`config.mk`:
```
export PLATFORM = sky130hd
export DESIGN_NAME = bpsd_ram
export DESIGN_NICKNAME = d
export VERILOG_FILES = /design/src/rtl/bpsd_ram.sv
export SDC_FILE = /design/constraint.sdc
export NUM_CORES = 1
export LEC_CHECK = 0
export BUFFER_PORTS_ARGS = -buffer_cell sky130_fd_sc_hd__buf_2
export CORE_MARGIN = 8
export CORE_UTILIZATION = 49
export DETAILED_ROUTE_END_ITERATION = 6
export GPL_TIMING_DRIVEN = 0
export PLACE_DENSITY = 0.72
export SYNTH_ARGS = -nofsm -noshare
export SYNTH_HDL_FRONTEND = slang
export SYNTH_SLANG_ARGS = --single-unit
```
`constraint.sdc`:
```
create_clock -name clk_i -period 3.7 [get_ports clk_i]
set_input_delay 0.37 -clock clk_i [delete_from_list [all_inputs] [get_ports clk_i]]
set_output_delay 0.37 -clock clk_i [all_outputs]
set_load 0.01 [all_outputs]
```
`src/rtl/bpsd_ram.sv`:
```
// bpsd_ram: generic single-write, single-read RAM with registered read
// no package dependencies
`timescale 1ns / 1ps
`default_nettype none

module bpsd_ram #(
  parameter int WIDTH = 8,
  parameter int DEPTH = 16
) (
  input  wire logic                     clk_i,
  input  wire logic                     we_i,
  input  wire logic [$clog2(DEPTH)-1:0] waddr_i,
  input  wire logic [WIDTH-1:0]         wdata_i,
  input  wire logic [$clog2(DEPTH)-1:0] raddr_i,
  output      logic [WIDTH-1:0]         rdata_o
);

  logic [WIDTH-1:0] mem [DEPTH];

  // write port and registered read port
  always_ff @(posedge clk_i) begin
    if (we_i) begin
      mem[waddr_i] <= wdata_i;
    end
    rdata_o <= mem[raddr_i];
  end

endmodule

`default_nettype wire

```
==> reports/results.txt <==
Status: finished clean
Layout cells sized above 1: 29.1%
# diodes: 0
Slew @ Worst Pin: 1250 ps
Post-synthesis mux area share: 15.0%
Worst-path fanout max: 8
Core ar.: 10,300 um2
Crit start category: primary input
Fin crit share: 50.4%
FF-to-FF setup slack: 2290 ps
Fin Setup TNS: 0 ps
RePlAce Congestion: 0.705
Post-DP Area: 5440 um2
Final Instance Area: 6060 um2
DR vias: 2,406
Most instantiated library cell after synthesis: edfxtp_1
Adder-cell area share of the yosys netlist: 0%
CP Launch Point: waddr_i[2]
# Max-Cap Violations: 0
Top delay family on crit path: simple AND/OR/NAND/NOR gates
RSZ-0062 raised after global routing: no
DRC viols: 0
Routed WL per cell: 23.4 um
Ys Warns: 0
Compound-Gate Fraction of Synth Area: 2.33%
XOR/XNOR Fraction of Synth Area: 0%
Site Rows: 37
Post-synthesis instance area: 5150 um2
Worst EP required: 3820 ps
Worst hold path class: primary input to flop
Hold_ws: 256 ps
Highest clock rate: 537 MHz
Largest family of logic cells by synthesized area: multiplexers
Die Span X: 118 um
PwrDens: 598 nW/um2
First-pass GRT wire length: 15,100 um
Pins Over Slew Limit: 0
RR Startpoint: mem[14][7]
Final-stage net count: 290
Pre-antenna DRT Iters: 4
Peak supply drop: 0.272 mV
First-iteration detailed-routing DRC count: 213
Worst Hold Depth: 1
Worst-path clk slew: 60 ps
Initial antenna violation count: 0
Hold buffers post-CTS: 0
Skew-Pair Late Insertion Delay: 520 ps
Crit-path cells: buf_2 > or3b_2 > nor3_1
Initial core utilization: 50.1%
Post-DP HPWL: 6080 um
Post-synth top cells: 128 x edfxtp_1, 18 x mux4_2, 16 x a22oi_1
CP max-delay cell: nor3_1
Synth top area share: 74.7%
Crit Path Class: primary input to flop
Min Clock Period, post-route: 1860 ps
Syn avg cell area: 22.5 um2
DRT Wirelength: 9870 um
Worst Path Arrival: 1980 ps
Async set-reset flop share out of synthesis: 0%
Crit-path max cell delay: 970 ps
Syn_nets: 247
Die height: 118 um
Full die area: 14,000 um2
I/O pins: 26
Final hold vios: 0
Pleak: 2.03 nW
Root buf cell: clkbuf_8
Total grt overflow: 0
Total Power: 0.00362 W
Setup Viol. Count Final: 0
Largest cells by area after synthesis: edfxtp_1 75%, mux4_2 7.9%, mux4_1 7.1%
Hold wc startpoint: wdata_i[5]
Area delta synth->final: 17.7%
Post-CTS Setup Inserts: 0
Worst r2r dst: rdata_o[7]
Register area share after synthesis: 77.8%
EDFF count, synth: 128
Buf/Inv on CP: 1
Port-buffer cells: 24
TritonCTS clock tree: built
Leading area contributor after synthesis: edfxtp_1
FF-to-FF path depth: 3
Hold path endpoint: mem[0][5]
Crit. End Element: flop
Top_reg_cell synth: edfxtp_1
Synth Area in Simple Gates: 3.18%
Number of H-tree levels: 4
Clk_skew: 8.09 ps
# clock sinks: 136
DR vias/cell: 5.71
Count of cell types in the netlist: 19
Final ANT Viol Nets: 0
Relative slew slack: 16.1%
Resize count post-CTS: 0
Vias in the first global route: 2,542
Clock Tree Buf Depth: 2
Largest net degree at the start of global routing: 17
Register bit total from synthesis: 136
# fillers: 744
CTS buffer count: 17
Post-synthesis instance total: 229
Total global routing track utilization: 14.9%
[placed cells by master (no fill, tap or decap), drive strengths merged, types with 2 or more instances in the layout]
master           n
edfxtp         128
mux4            32
buf             31
clkbuf          20
a22oi           16
nor2            13
nand2            9
dfxtp            8
clkinv           5
nor3             4
bufinv           4
clkdlybuf4s25    3
clkinvlp         3
nand3b           2
nand2b           2
[power by group]
part	switching, W	internal, W
registers	0.00000818	0.00172
logic	0.0000989	0.0000684
clock network	0.000597	0.00113
[logic make-up (layout without fill, tap and decap cells)]
kind of cell / count (synthesis) / count (layout)
flip-flops: 136 / 136
AND/OR/NAND/NOR: 35 / 35
multiplexers: 32 / 32
AO/OA/AOI/OAI: 16 / 16
buffers and inverters: 10 / 66
[layout make-up]
| type | count | area [um2] | area share [%] |
|---|---|---|---|
| Clock inverter | 12 | 174 | 2.87 |
| Timing Repair Buffer | 24 | 120 | 1.98 |
| Multi-Input combinational cell | 83 | 1060 | 17.5 |
| Buffer | 10 | 86.3 | 1.43 |
| Tap cell | 136 | 170 | 2.81 |
| Sequential cell | 136 | 4000 | 66.1 |
| Clock buffer | 20 | 445 | 7.35 |
[worst max path at each step]
| stage | end | slack (ps) | cells after the start |
|---|---|---|---|
| 2_1_floorplan | mem[0][0] | 1840 | 2 |
| 3_3_place_gp | mem[0][4] | 1280 | 3 |
| 3_5_place_dp | mem[0][1] | 1290 | 3 |
| 4_1_cts | mem[0][6] | 1820 | 3 |
| 5_1_grt | mem[0][6] | 1750 | 3 |
| 6_report | mem[0][6] | 1840 | 3 |
[worst reg2reg max path, stage by stage (launching register included)]
cell and delay (ps):
edfxtp_1 370, mux4_2 500, a22oi_1 310, nand2_1 100
[through the flow]
step                utilization (%)  setup WS, ps  instances
finish                         58.9          1840        421
global route                   58.9          1750        421
CTS                            58.9          1820        421
detailed placement             52.9          1290        389
global placement               52.9          1280        389
floorplan                         -          1840        229
[state kept, by name, summed over array words and instances (netlist names)]
| name | flops |
|---|---|
| mem | 128 |
| rdata_o | 8 |
[layer usage]
metal / part of all wire, % / GRT usage (%) / wire [um]
met1: 44 / 19.3 / 4300
met5: 0 / 0 / 0
met2: 48 / 22.5 / 4730
met4: 1.6 / 8.30 / 154
met3: 7.0 / 4.00 / 688
No activity file was read; power rests on OpenSTA's default activity.
