## src/rtl/bpsd_pkg.sv

```systemverilog
// bpsd_pkg: types, sizes and state codes for the subset-DP bin packer
// no dependencies; used by bin_packing_subset_dp and bpsd_engine
`timescale 1ns / 1ps
`default_nettype none

package bpsd_pkg;

  localparam int MAX_ITEMS   = 16;
  localparam int WEIGHT_BITS = 32;
  localparam int IDX_W       = $clog2(MAX_ITEMS);
  localparam int CNT_W       = $clog2(MAX_ITEMS + 1);
  localparam int MASK_W      = MAX_ITEMS;
  localparam int NUM_SUBSETS = 1 << MAX_ITEMS;
  localparam int ENTRY_W     = CNT_W + WEIGHT_BITS;

  // output field widths fixed by the result word
  localparam int ITEM_NUM_W  = 5;
  localparam int BIN_IDX_W   = 4;
  localparam int BIN_CNT_W   = 5;

  // best pair of one subset
  typedef struct packed {
    logic [CNT_W-1:0]       closed;
    logic [WEIGHT_BITS-1:0] load;
  } subset_best_t;

  // request towards the subset memory
  typedef struct packed {
    logic                   we;
    logic [MASK_W-1:0]      waddr;
    subset_best_t           wdata;
    logic [MASK_W-1:0]      raddr;
  } ram_req_t;

  typedef enum logic [3:0] {
    ST_LOAD,
    ST_DP_RD,
    ST_DP_EV,
    ST_DP_WR,
    ST_WB_RD0,
    ST_WB_LD0,
    ST_WB_RD,
    ST_WB_EV,
    ST_OUT
  } state_e;

endpackage

`default_nettype wire

```

## src/rtl/bpsd_ifs.sv

```systemverilog
// bpsd_ifs: valid/ready channels for item, result and capacity words
// depends on bpsd_pkg for nothing but is compiled after it
`timescale 1ns / 1ps
`default_nettype none

interface bpsd_item_if;
  logic        valid;
  logic        ready;
  logic [31:0] item_weight;
  logic        last_item;
  modport source (output valid, item_weight, last_item, input ready);
  modport sink   (input valid, item_weight, last_item, output ready);
endinterface

interface bpsd_result_if;
  logic       valid;
  logic       ready;
  logic [4:0] item_number;
  logic [3:0] bin_index;
  logic [4:0] bin_count;
  logic       input_error;
  logic       last_result;
  modport source (output valid, item_number, bin_index, bin_count, input_error,
                  last_result, input ready);
  modport sink   (input valid, item_number, bin_index, bin_count, input_error,
                  last_result, output ready);
endinterface


`default_nettype wire

```

## src/rtl/bpsd_engine.sv

```systemverilog
// bpsd_engine: weight loading, subset DP sequencer and walk-back
// depends on bpsd_pkg and bpsd_ifs; drives the subset memory
`timescale 1ns / 1ps
`default_nettype none

module bpsd_engine (
  input  wire logic                           clk_i,
  input  wire logic                           rst_ni,
  input  wire logic [bpsd_pkg::WEIGHT_BITS-1:0] bin_capacity_i,
  bpsd_item_if.sink                           item_i,
  bpsd_result_if.source                       result_o,
  output      bpsd_pkg::ram_req_t             ram_req_o,
  input  wire bpsd_pkg::subset_best_t         ram_rdata_i
);

  localparam int MW = bpsd_pkg::MASK_W;
  localparam int WB = bpsd_pkg::WEIGHT_BITS;
  localparam int CW = bpsd_pkg::CNT_W;
  localparam int IW = bpsd_pkg::IDX_W;

  bpsd_pkg::state_e state_q, state_d;

  logic [CW-1:0] cnt_q, cnt_d;
  logic [CW-1:0] n_q, n_d;
  logic          err_q, err_d;
  logic [WB-1:0] weights_q [bpsd_pkg::MAX_ITEMS];
  logic          wr_weight;

  logic [MW-1:0] mask_q, mask_d;
  logic [IW-1:0] idx_q, idx_d;
  logic          have_q, have_d;
  bpsd_pkg::subset_best_t best_q, best_d;
  logic [MW-1:0] cur_q, cur_d;
  bpsd_pkg::subset_best_t cur_best_q, cur_best_d;
  logic [bpsd_pkg::BIN_IDX_W-1:0] level_q, level_d;
  logic [bpsd_pkg::BIN_CNT_W-1:0] count_q, count_d;

  logic [bpsd_pkg::ITEM_NUM_W-1:0] o_item_q, o_item_d;
  logic [bpsd_pkg::BIN_IDX_W-1:0]  o_bin_q, o_bin_d;
  logic [bpsd_pkg::BIN_CNT_W-1:0]  o_cnt_q, o_cnt_d;
  logic                            o_err_q, o_err_d, o_last_q, o_last_d;

  // shared decode
  logic [MW:0]   full_ext;
  logic [MW-1:0] full_mask, bit_mask, pred, prev;
  logic [WB-1:0] w;
  logic          idx_last, accept, bad_w, trigger, err_new;
  bpsd_pkg::subset_best_t pb;
  logic          fit, less, m_fit, m_new, pred_zero;
  logic [WB:0]   room, sum;
  bpsd_pkg::subset_best_t cand;

  assign full_ext  = ({{MW{1'b0}}, 1'b1} << n_q) - {{MW{1'b0}}, 1'b1};
  assign full_mask = full_ext[MW-1:0];
  assign bit_mask  = {{(MW-1){1'b0}}, 1'b1} << idx_q;
  assign pred      = mask_q & ~bit_mask;
  assign prev      = cur_q & ~bit_mask;
  assign w         = weights_q[idx_q];
  assign idx_last  = ({1'b0, idx_q} == (n_q - CW'(1)));
  assign accept    = item_i.valid && item_i.ready;
  assign bad_w     = (item_i.item_weight == '0) || (item_i.item_weight > bin_capacity_i);
  assign err_new   = err_q || bad_w;
  assign trigger   = item_i.last_item || (cnt_q + CW'(1) == CW'(bpsd_pkg::MAX_ITEMS));
  assign wr_weight = accept && (cnt_q < CW'(bpsd_pkg::MAX_ITEMS));

  // predecessor pair; the empty set is the constant zero pair
  assign pred_zero = (state_q == bpsd_pkg::ST_WB_EV) ? (prev == '0) : (pred == '0);
  assign pb        = pred_zero ? '0 : ram_rdata_i;

  // transition of the predecessor by the current item
  assign room = {1'b0, bin_capacity_i} - {1'b0, pb.load};
  assign sum  = {1'b0, pb.load} + {1'b0, w};
  assign fit  = (pb.load <= bin_capacity_i) && ({1'b0, w} <= room);
  always_comb begin
    if (fit) begin
      cand.closed = pb.closed;
      cand.load   = sum[WB-1:0];
    end else begin
      cand.closed = pb.closed + CW'(1);
      cand.load   = w;
    end
  end
  assign less = (cand.closed < best_q.closed) ||
                ((cand.closed == best_q.closed) && (cand.load < best_q.load));

  // walk-back match against the current subset
  assign m_fit = (pb.closed == cur_best_q.closed) && (cur_best_q.load >= w) &&
                 ((cur_best_q.load - w) == pb.load);
  assign m_new = (pb.closed != cur_best_q.closed) &&
                 (pb.closed + CW'(1) == cur_best_q.closed) && (cur_best_q.load == w);

  // next state
  always_comb begin
    state_d = state_q;
    unique case (state_q)
      bpsd_pkg::ST_LOAD: begin
        if (accept && trigger) begin
          state_d = err_new ? bpsd_pkg::ST_OUT : bpsd_pkg::ST_DP_RD;
        end
      end
      bpsd_pkg::ST_DP_RD: state_d = bpsd_pkg::ST_DP_EV;
      bpsd_pkg::ST_DP_EV: state_d = idx_last ? bpsd_pkg::ST_DP_WR : bpsd_pkg::ST_DP_RD;
      bpsd_pkg::ST_DP_WR: begin
        state_d = (mask_q == full_mask) ? bpsd_pkg::ST_WB_RD0 : bpsd_pkg::ST_DP_RD;
      end
      bpsd_pkg::ST_WB_RD0: state_d = bpsd_pkg::ST_WB_LD0;
      bpsd_pkg::ST_WB_LD0: state_d = bpsd_pkg::ST_WB_RD;
      bpsd_pkg::ST_WB_RD:  state_d = bpsd_pkg::ST_WB_EV;
      bpsd_pkg::ST_WB_EV: begin
        if (cur_q[idx_q] && (m_fit || m_new)) begin
          state_d = bpsd_pkg::ST_OUT;
        end else if (idx_last) begin
          state_d = bpsd_pkg::ST_LOAD;
        end else begin
          state_d = bpsd_pkg::ST_WB_RD;
        end
      end
      bpsd_pkg::ST_OUT: begin
        if (result_o.ready) begin
          state_d = o_last_q ? bpsd_pkg::ST_LOAD : bpsd_pkg::ST_WB_RD;
        end
      end
      default: state_d = bpsd_pkg::ST_LOAD;
    endcase
  end

  // datapath and output word
  always_comb begin
    cnt_d      = cnt_q;
    n_d        = n_q;
    err_d      = err_q;
    mask_d     = mask_q;
    idx_d      = idx_q;
    have_d     = have_q;
    best_d     = best_q;
    cur_d      = cur_q;
    cur_best_d = cur_best_q;
    level_d    = level_q;
    count_d    = count_q;
    o_item_d   = o_item_q;
    o_bin_d    = o_bin_q;
    o_cnt_d    = o_cnt_q;
    o_err_d    = o_err_q;
    o_last_d   = o_last_q;
    ram_req_o.we    = 1'b0;
    ram_req_o.waddr = mask_q;
    ram_req_o.wdata = best_q;
    ram_req_o.raddr = pred;
    unique case (state_q)
      bpsd_pkg::ST_LOAD: begin
        if (accept) begin
          cnt_d = cnt_q + CW'(1);
          err_d = err_new;
          if (trigger) begin
            n_d      = cnt_q + CW'(1);
            mask_d   = {{(MW-1){1'b0}}, 1'b1};
            idx_d    = '0;
            have_d   = 1'b0;
            o_item_d = '0;
            o_bin_d  = '0;
            o_cnt_d  = '0;
            o_err_d  = 1'b1;
            o_last_d = 1'b1;
          end
        end
      end
      bpsd_pkg::ST_DP_RD: ram_req_o.raddr = pred;
      bpsd_pkg::ST_DP_EV: begin
        if (mask_q[idx_q] && (!have_q || less)) begin
          best_d = cand;
          have_d = 1'b1;
        end
        if (!idx_last) begin
          idx_d = idx_q + IW'(1);
        end
      end
      bpsd_pkg::ST_DP_WR: begin
        ram_req_o.we = 1'b1;
        mask_d = mask_q + MW'(1);
        idx_d  = '0;
        have_d = 1'b0;
      end
      bpsd_pkg::ST_WB_RD0: ram_req_o.raddr = full_mask;
      bpsd_pkg::ST_WB_LD0: begin
        cur_d      = full_mask;
        cur_best_d = ram_rdata_i;
        level_d    = '0;
        idx_d      = '0;
        count_d    = bpsd_pkg::BIN_CNT_W'(ram_rdata_i.closed) +
                     ((ram_rdata_i.load != '0) ? bpsd_pkg::BIN_CNT_W'(1) : '0);
      end
      bpsd_pkg::ST_WB_RD: ram_req_o.raddr = prev;
      bpsd_pkg::ST_WB_EV: begin
        if (cur_q[idx_q] && (m_fit || m_new)) begin
          o_item_d   = bpsd_pkg::ITEM_NUM_W'(idx_q) + bpsd_pkg::ITEM_NUM_W'(1);
          o_bin_d    = level_q;
          o_cnt_d    = count_q;
          o_err_d    = 1'b0;
          o_last_d   = (prev == '0);
          cur_d      = prev;
          cur_best_d = pb;
          if (!m_fit) begin
            level_d = level_q + bpsd_pkg::BIN_IDX_W'(1);
          end
        end else if (idx_last) begin
          cnt_d = '0;
          err_d = 1'b0;
        end else begin
          idx_d = idx_q + IW'(1);
        end
      end
      bpsd_pkg::ST_OUT: begin
        if (result_o.ready) begin
          idx_d = '0;
          if (o_last_q) begin
            cnt_d = '0;
            err_d = 1'b0;
          end
        end
      end
      default: ;
    endcase
  end

  // handshake and result word
  assign item_i.ready         = (state_q == bpsd_pkg::ST_LOAD);
  assign result_o.valid       = (state_q == bpsd_pkg::ST_OUT);
  assign result_o.item_number = o_item_q;
  assign result_o.bin_index   = o_bin_q;
  assign result_o.bin_count   = o_cnt_q;
  assign result_o.input_error = o_err_q;
  assign result_o.last_result = o_last_q;

  // control registers
  always_ff @(posedge clk_i or negedge rst_ni) begin
    if (!rst_ni) begin
      state_q <= bpsd_pkg::ST_LOAD;
      cnt_q   <= '0;
      err_q   <= 1'b0;
    end else begin
      state_q <= state_d;
      cnt_q   <= cnt_d;
      err_q   <= err_d;
    end
  end

  // payload registers
  always_ff @(posedge clk_i) begin
    if (wr_weight) begin
      weights_q[cnt_q[IW-1:0]] <= item_i.item_weight[WB-1:0];
    end
    n_q        <= n_d;
    mask_q     <= mask_d;
    idx_q      <= idx_d;
    have_q     <= have_d;
    best_q     <= best_d;
    cur_q      <= cur_d;
    cur_best_q <= cur_best_d;
    level_q    <= level_d;
    count_q    <= count_d;
    o_item_q   <= o_item_d;
    o_bin_q    <= o_bin_d;
    o_cnt_q    <= o_cnt_d;
    o_err_q    <= o_err_d;
    o_last_q   <= o_last_d;
  end

endmodule

`default_nettype wire
```

## src/flat_wrapper.sv

```systemverilog
// flat-port wrapper written by rule: the top's interface ports become plain ports
module bpsd_engine_flat 
  (clk_i, rst_ni, bin_capacity_i, ram_req_o, ram_rdata_i, item_i_valid, item_i_item_weight, item_i_last_item, item_i_ready, result_o_valid, result_o_item_number, result_o_bin_index, result_o_bin_count, result_o_input_error, result_o_last_result, result_o_ready);
  bpsd_item_if item_i_i ();
  bpsd_result_if result_o_i ();
  input  wire logic clk_i;
  input  wire logic rst_ni;
  input  wire logic [bpsd_pkg::WEIGHT_BITS-1:0] bin_capacity_i;
  output      bpsd_pkg::ram_req_t ram_req_o;
  input  wire bpsd_pkg::subset_best_t ram_rdata_i;
  input wire logic [$bits(item_i_i.valid)-1:0] item_i_valid;
  input wire logic [$bits(item_i_i.item_weight)-1:0] item_i_item_weight;
  input wire logic [$bits(item_i_i.last_item)-1:0] item_i_last_item;
  output wire logic [$bits(item_i_i.ready)-1:0] item_i_ready;
  output wire logic [$bits(result_o_i.valid)-1:0] result_o_valid;
  output wire logic [$bits(result_o_i.item_number)-1:0] result_o_item_number;
  output wire logic [$bits(result_o_i.bin_index)-1:0] result_o_bin_index;
  output wire logic [$bits(result_o_i.bin_count)-1:0] result_o_bin_count;
  output wire logic [$bits(result_o_i.input_error)-1:0] result_o_input_error;
  output wire logic [$bits(result_o_i.last_result)-1:0] result_o_last_result;
  input wire logic [$bits(result_o_i.ready)-1:0] result_o_ready;
  assign item_i_i.valid = item_i_valid;
  assign item_i_i.item_weight = item_i_item_weight;
  assign item_i_i.last_item = item_i_last_item;
  assign item_i_ready = item_i_i.ready;
  assign result_o_valid = result_o_i.valid;
  assign result_o_item_number = result_o_i.item_number;
  assign result_o_bin_index = result_o_i.bin_index;
  assign result_o_bin_count = result_o_i.bin_count;
  assign result_o_input_error = result_o_i.input_error;
  assign result_o_last_result = result_o_i.last_result;
  assign result_o_i.ready = result_o_ready;
  bpsd_engine u_core (.clk_i(clk_i), .rst_ni(rst_ni), .bin_capacity_i(bin_capacity_i), .item_i(item_i_i), .result_o(result_o_i), .ram_req_o(ram_req_o), .ram_rdata_i(ram_rdata_i));
endmodule
```

## config.mk

```make
export PLATFORM = sky130hd
export DESIGN_NAME = bpsd_engine_flat
export DESIGN_NICKNAME = d
export VERILOG_FILES = /design/src/rtl/bpsd_pkg.sv /design/src/rtl/bpsd_ifs.sv /design/src/rtl/bpsd_engine.sv /design/src/flat_wrapper.sv
export SDC_FILE = /design/constraint.sdc
export NUM_CORES = 1
export LEC_CHECK = 0
export BUFFER_PORTS_ARGS = -buffer_cell sky130_fd_sc_hd__buf_2
export CAP_MARGIN = 20
export CORE_MARGIN = 2
export CORE_UTILIZATION = 40
export DETAILED_ROUTE_END_ITERATION = 7
export PLACE_DENSITY = 0.62
export SLEW_MARGIN = 20
export SYNTH_ARGS = -nofsm -noshare
export SYNTH_HDL_FRONTEND = slang
export SYNTH_SLANG_ARGS = --single-unit
```

## constraint.sdc

```tcl
create_clock -name clk_i -period 16.2 [get_ports clk_i]
set_clock_uncertainty 0.05 [all_clocks]
set_input_delay 1.62 -clock clk_i [delete_from_list [all_inputs] [get_ports clk_i]]
set_output_delay 1.62 -clock clk_i [all_outputs]
set_load 0.005 [all_outputs]
```

==> results of run 1 <==
stage by stage:
stage	setup slack [ps]	power, W
2_1_floorplan	4300	0.00418
3_3_place_gp	4120	0.00498
3_5_place_dp	3930	0.00500
4_1_cts	3900	0.00672
5_1_grt	2830	0.00709
6_report	3760	0.00670
placed cells by master, fill, tap and decap left out, drive strengths merged, types with 28 or more instances in the layout:
cell type / count
mux4: 170
a21oi: 152
nand2: 183
buf: 224
o21ai: 113
a21o: 88
xor2: 62
nand3: 70
nand4: 44
edfxtp: 653
inv: 213
ha: 217
xnor2: 88
nor3: 35
and2: 56
nor2: 133
nand2b: 28
clkinv: 29
clkbuf: 85
final cells by class:
| type | count | area [um^2] | area share, % |
|---|---|---|---|
| Sequential cell | 667 | 19900 | 48.5 |
| Multi-Input combinational cell | 1784 | 15200 | 37.1 |
| Clock buffer | 85 | 1870 | 4.55 |
| Tap cell | 1176 | 1470 | 3.58 |
| Timing Repair Buffer | 224 | 1200 | 2.92 |
| Inverter | 206 | 773 | 1.88 |
| Clock inverter | 49 | 587 | 1.43 |
| Antenna cell | 5 | 12.5 | 0.0304 |
registers in the layout, summed over array words and instances, names as in the netlist, 5 cells and up, named ones only:
name	flops
u_core.ram_req_o	37
u_core.count_q	5
u_core.result_o.bin_count	5
u_core.n_q	5
u_core.cur_best_q	37
u_core.weights_q	512
u_core.cur_q	16
u_core.result_o.item_number	5
u_core.cnt_q	5
u_core.mask_q	16
metal layers:
metal | vias up | routed length [um] | GRT usage (%)
li1 | 11000 | - | -
met1 | 12100 | 43700 | 30.1
met2 | 952 | 48800 | 36.0
met3 | 174 | 7870 | 3.91
met4 | 2 | 3640 | 7.86
met5 | - | 13 | 0
power groups by stage:
stage	combinational (W)	clock [W]	sequential, W
global placement	0.00281	0	0.00218
detailed placement	0.00281	0	0.00218
CTS	0.00283	0.00175	0.00214
global route	0.00312	0.00181	0.00216
finish	0.00284	0.00171	0.00214
floorplan	0.00207	0	0.00212
logic make-up after synthesis:
group / after synthesis
AND/OR/NAND/NOR: 676
flip-flops: 667
AO/OA/AOI/OAI: 548
buffers and inverters: 322
adder cells (fa/ha/maj): 220
multiplexers: 188
XOR/XNOR: 152
worst min path at each step:
stage	from	end	slack, ps	cells past startpoint
floorplan	u_core.err_q$_DFFE_PN0P_	u_core.err_q$_DFFE_PN0P_	440	2
global placement	u_core.count_q[2]$_DFFE_PP_	u_core.result_o.bin_count[2]$_SDFFCE_PN0P_	460	1
detailed placement	u_core.count_q[2]$_DFFE_PP_	u_core.result_o.bin_count[2]$_SDFFCE_PN0P_	460	1
CTS	u_core.count_q[2]$_DFFE_PP_	u_core.result_o.bin_count[2]$_SDFFCE_PN0P_	470	1
global route	u_core.count_q[3]$_DFFE_PP_	u_core.result_o.bin_count[3]$_SDFFCE_PN0P_	490	1
finish	u_core.count_q[2]$_DFFE_PP_	u_core.result_o.bin_count[2]$_SDFFCE_PN0P_	470	1
==> impl_metrics.env, run 1 <==
export IMPL_synth_edff_count=653
export IMPL_rr_worst_depth=44
export IMPL_synth_area_mm2=0.0363
export IMPL_die_w_um=305
export IMPL_ctsRootBufferMaster="clkbuf_16"
export IMPL_wl_per_cell_um=24.8
export IMPL_netSwitchingPower_w=0.00248
export IMPL_totalWireLength_um=104000
export IMPL_dieArea_mm2=0.0931
export IMPL_insertion_delay_ps=660
export IMPL_drc=0
export IMPL_synthArstFlopShare_pct=1.50
export IMPL_crit_type="reg2reg"
export IMPL_critPathCapture="u_core.ram_req_o[39]$_DFFE_PP_"
export IMPL_io_pins=194
export IMPL_yosys_most_used_dff="edfxtp_1"
export IMPL_power_density_mw_per_mm2=163
export IMPL_gp_congestion=0.959
export IMPL_finalNonFillerCells=4196
export IMPL_utilization_pct=45.7
export IMPL_yosys_register_bits=667
export IMPL_rows=110
export IMPL_timing_rr_start="u_core.state_q[1]$_DFFE_PN0P_"
export IMPL_syn_avg_cell_area_um2=13.1
export IMPL_ys_seq_area_share_pct=55.0
export IMPL_drt_iter0_drc=2656
export IMPL_grt_max_degree=61
export IMPL_critPathTopFamily="compound AO/OA/AOI/OAI gates"
export IMPL_holdBufCountCts=0
export IMPL_firstDrtPassIters=6
export IMPL_required_ps=16440
export IMPL_yosys_area_top_type="edfxtp_1"
export IMPL_worst_hold_slack_ps=469
export IMPL_stdcell_area_mm2=0.0411
export IMPL_antenna_left=0
export IMPL_cp_data_arrival_time_ps=12680
export IMPL_r2r_slack_ps=3760
export IMPL_synth_top_family_by_area="multiplexers"
export IMPL_yosys_area_share_simple_pct=9.36
export IMPL_setup_viol=0
export IMPL_finalCriticalPeriod_ps=12440
export IMPL_status="finished, final reports clean"
export IMPL_crit_start="u_core.state_q[1]$_DFFE_PN0P_"
export IMPL_dpl_cell_area_mm2=0.0386
export IMPL_netlist_top_cells_area="edfxtp_1 (54%), mux4_2 (11%), ha_1 (7.5%)"
export IMPL_end_kind="register"
export IMPL_synth_compound_area_share_pct=9.78
export IMPL_path_depth=44
export IMPL_numCtsBuffers=73
export IMPL_cts_htree_levels=3
export IMPL_cts_setup_buffers=0
export IMPL_start_util_pct=40.3
export IMPL_fin_crit_sh_pct=76.8
export IMPL_switching_share_pct=37.1
export IMPL_p_clk_share_pct=25.6
export IMPL_cts_path_max_buffers=3
export IMPL_grt_pass1_wl_um=154000
export IMPL_grt_pass1_vias=23600
export IMPL_slew_headroom_pct=30.2
export IMPL_viasPerCell=5.77
export IMPL_drive_above_1_share_pct=18.8
export IMPL_syn_inst=2773
export IMPL_worst_path_largest_cell_delay_ps=1020
export IMPL_synthMuxAreaShare_pct=11.1
export IMPL_pwr_share_comb_pct=42.4
export IMPL_critPathMaxFanout=52
export IMPL_drv_cap=0
export IMPL_ir_drop_mv=0.0756
export IMPL_yosys_area_top_type_share_pct=54.1
export IMPL_port_buffer_count=193
export IMPL_overflow=0
export IMPL_track_usage_pct=22.2
export IMPL_slowest_stage="dfrtp_1"
export IMPL_tightest_slew_ps=1040
export IMPL_synth_fp_nets=3099
export IMPL_synth_most_common_cell="edfxtp_1"
export IMPL_r2r_end="u_core.ram_req_o[39]$_DFFE_PP_"
export IMPL_synth_distinct_cells=87
export IMPL_cts_resized=0
export IMPL_via_count=24200
export IMPL_hold_path_class="reg2reg"
export IMPL_max_freq_ghz=0.0804
export IMPL_drv_slew=0
export IMPL_p_int_w=0.00422
export IMPL_p_seq_share_pct=32.0
export IMPL_nets=3282
export IMPL_clk_pin_slew_ps=60
export IMPL_die_y_um=305
export IMPL_timing_critical_path_buf_inv=4
export IMPL_cts_tree="yes"
export IMPL_p_leak_nw=15.3
export IMPL_synth_xor_area_share_pct=3.75
export IMPL_synthToLayoutAreaGrowth_pct=13.4
export IMPL_fill_cells=8020
export IMPL_core_area_mm2=0.0899
export IMPL_worst_setup_path_start_kind="register"
export IMPL_synth_adder_area_share_pct=7.66
export IMPL_grt_setup_unrepaired="false"
export IMPL_yosysWarnings=0
export IMPL_fin_setup_tns_ps=0
export IMPL_antenna_found_initial=8
export IMPL_hold_viol_final=0
export IMPL_synth_top_cells_by_count="edfxtp_1 (653), ha_1 (217), inv_1 (202)"
export IMPL_cts_sinks=667
export IMPL_hpwl_um=70800
export IMPL_place_inst=4057
(Power assumes the default switching activity.)
==> run 2, diff against run 1 <==
ABC_AREA = 1   (was default)
PLACE_DENSITY = 0.64   (was 0.62)
clock period = 10.1 ns   (was 16.2 ns; I/O delays follow)
==> run 2 against run 1 <==
  * Wire length up 10%
  * Cell count up 26%
  * Combinational power up 120%
  * Synthesized cell count up 37%
  * First-iteration DRC count up 2.4%
  * Non-clock buffer count up 13
  * Critical path depth up 3
  * Clock power up 59%
  * Global-route usage up 1.3 points
  * Sequential power up 62%
  * Critical path type unchanged
  * Highest routed layer unchanged
==> impl_metrics.env, run 2 <==
export IMPL_status="finished, final reports clean"
export IMPL_nets=4309
export IMPL_power_density_mw_per_mm2=295
export IMPL_yosys_area_top_type_share_pct=52.5
export IMPL_r2r_slack_ps=1010
export IMPL_crit_start="u_core.idx_q[0]$_DFFE_PP_"
export IMPL_cts_path_max_buffers=3
export IMPL_dpl_cell_area_mm2=0.0399
export IMPL_layout_commonest_cell="edfxtp_1"
export IMPL_synth_most_common_cell="edfxtp_1"
export IMPL_place_inst=5159
export IMPL_synthToLayoutAreaGrowth_pct=13.4
export IMPL_p_total_w=0.0125
export IMPL_cts_htree_levels=3
export IMPL_die_y_um=310
export IMPL_max_freq_ghz=0.110
export IMPL_setup_viol=0
export IMPL_final_cell_mix="edfxtp_1 (653), inv_1 (543), nand2_1 (540)"
export IMPL_holdBufCountCts=0
export IMPL_end_kind="register"
export IMPL_port_buffer_count=193
export IMPL_drt_iter0_drc=2720
export IMPL_die_w_um=310
export IMPL_antenna_found_initial=22
export IMPL_cts_tree="yes"
export IMPL_yosysWarnings=0
export IMPL_synthMuxAreaShare_pct=3.43
export IMPL_drive_above_1_share_pct=10.0
export IMPL_ctsRootBufferMaster="clkbuf_16"
export IMPL_yosys_register_bits=667
export IMPL_yosys_area_top_type="edfxtp_1"
export IMPL_drc=0
export IMPL_track_usage_pct=23.5
export IMPL_synthArstFlopShare_pct=1.50
export IMPL_worst_setup_path_start_kind="register"
export IMPL_synth_top_family_by_area="compound AO/OA/AOI/OAI gates"
export IMPL_hold_path_class="in2async"
export IMPL_drv_slew=0
export IMPL_overflow=0
export IMPL_tightest_slew_ps=1160
export IMPL_grt_setup_unrepaired="false"
export IMPL_wl_per_cell_um=21.6
export IMPL_worst_path_largest_cell_delay_ps=390
export IMPL_yosys_most_used_dff="edfxtp_1"
export IMPL_synth_edff_count=653
export IMPL_ir_drop_mv=0.161
export IMPL_totalWireLength_um=115000
export IMPL_numCtsBuffers=76
export IMPL_finalCriticalPeriod_ps=9090
export IMPL_antenna_left=0
export IMPL_critPathMaxFanout=63
export IMPL_via_count=28400
export IMPL_start_util_pct=40.2
export IMPL_yosys_area_share_simple_pct=12.5
export IMPL_syn_inst=3789
export IMPL_fin_crit_sh_pct=90.0
export IMPL_syn_avg_cell_area_um2=9.86
export IMPL_grt_max_degree=72
export IMPL_viasPerCell=5.36
export IMPL_synth_xor_area_share_pct=3.44
export IMPL_required_ps=10370
export IMPL_netlist_top_cells_area="edfxtp_1 (53%), ha_1 (7.3%), inv_1 (5.5%)"
export IMPL_drv_cap=0
export IMPL_stdcell_area_mm2=0.0424
export IMPL_rows=112
export IMPL_slowest_stage="edfxtp_1"
export IMPL_cts_sinks=667
export IMPL_synth_area_mm2=0.0373
export IMPL_gp_congestion=0.970
export IMPL_finalNonFillerCells=5303
export IMPL_hpwl_um=80500
export IMPL_slew_headroom_pct=22.1
export IMPL_ys_seq_area_share_pct=53.4
export IMPL_synth_adder_area_share_pct=7.43
export IMPL_hold_viol_final=0
export IMPL_synth_fp_nets=4115
export IMPL_fin_setup_tns_ps=0
export IMPL_insertion_delay_ps=650
export IMPL_synth_compound_area_share_pct=12.9
export IMPL_p_leak_nw=17.1
export IMPL_crit_type="reg2reg"
export IMPL_largest_reg_flops=512
export IMPL_io_pins=194
export IMPL_timing_rr_start="u_core.idx_q[0]$_DFFE_PP_"
export IMPL_grt_pass1_vias=26800
export IMPL_dieArea_mm2=0.0958
export IMPL_synth_top_cells_by_count="edfxtp_1 (653), inv_1 (544), nand2_1 (541)"
export IMPL_firstDrtPassIters=6
export IMPL_cp_data_arrival_time_ps=9360
export IMPL_core_area_mm2=0.0929
export IMPL_grt_pass1_wl_um=167000
export IMPL_synth_distinct_cells=56
export IMPL_clk_pin_slew_ps=60
-- run 2: final timing paths --
kind	depth (start not counted)	to
hold / removal	1	u_core.cnt_q[4]$_DFFE_PN0P_
max in group asynchronous	1	u_core.state_q[1]$_DFFE_PN0P_
hold reg to reg	2	u_core.err_q$_DFFE_PN0P_
setup / recovery	47	u_core.ram_req_o[40]$_DFFE_PP_
setup reg to reg	47	u_core.ram_req_o[40]$_DFFE_PP_
min in group clk_i	2	u_core.err_q$_DFFE_PN0P_
-- run 2: per-stage QoR --
stage / worst slack (ps) / util [%] / hold slack [ps]
floorplan: 1710 / - / 393
global placement: 1200 / 43.0 / 467
detailed placement: 1060 / 43.0 / 466
CTS: 1020 / 45.6 / 140
global route: 52.5 / 45.6 / 159
finish: 1010 / 45.6 / 168
-- run 2: cell families after synthesis --
group                    count (synthesis)
multiplexers                           128
XOR/XNOR                               146
flip-flops                             667
buffers and inverters                  676
AND/OR/NAND/NOR                       1098
adder cells (fa/ha/maj)                220
AO/OA/AOI/OAI                          854
-- run 2: area by class of cell --
| cell class | instances | area (um^2) |
|---|---|---|
| inverters | 555 | 2090 |
| clock buffers | 92 | 1980 |
| clock inverters | 46 | 452 |
| repair buffers | 237 | 1350 |
| flip-flops and latches | 667 | 20000 |
| fillers | 8678 | 50500 |
| diodes | 6 | 15.0 |
| well taps | 1254 | 1570 |
| multi-input cells | 2446 | 15000 |
-- run 2: power by group --
part / internal [W] / switching, W / leakage [nW] / total, W
Sequential: 0.00329 / 0.000166 / 6.06 / 0.00346
Combinational: 0.00211 / 0.00421 / 9.88 / 0.00633
Clock: 0.00156 / 0.00115 / 1.18 / 0.00272
Total: 0.00697 / 0.00553 / 17.1 / 0.0125
-- run 2: critical path, delay by kind of cell (launching register included) --
family | cells | cell delay, ps
compound gates | 15 | 2700
simple gates | 18 | 2580
buf+inv | 9 | 1580
fa+ha+maj | 4 | 1320
flops | 1 | 390
xor+xnor | 1 | 90
-- run 2: layer usage --
metal	part of all wire, %	track usage [%]	vias to the layer above
met5	0.15	0	-
li1	-	-	13600
met2	47	38.3	980
met3	7.3	4.60	223
met1	43	31.2	13600
met4	3.3	8.37	28
-- run 2: repair_timing --
item / in CTS / in global routing
resized for setup: 0 / 1
setup endpoints to repair: 0 / 37
setup buffers: 0 / 0
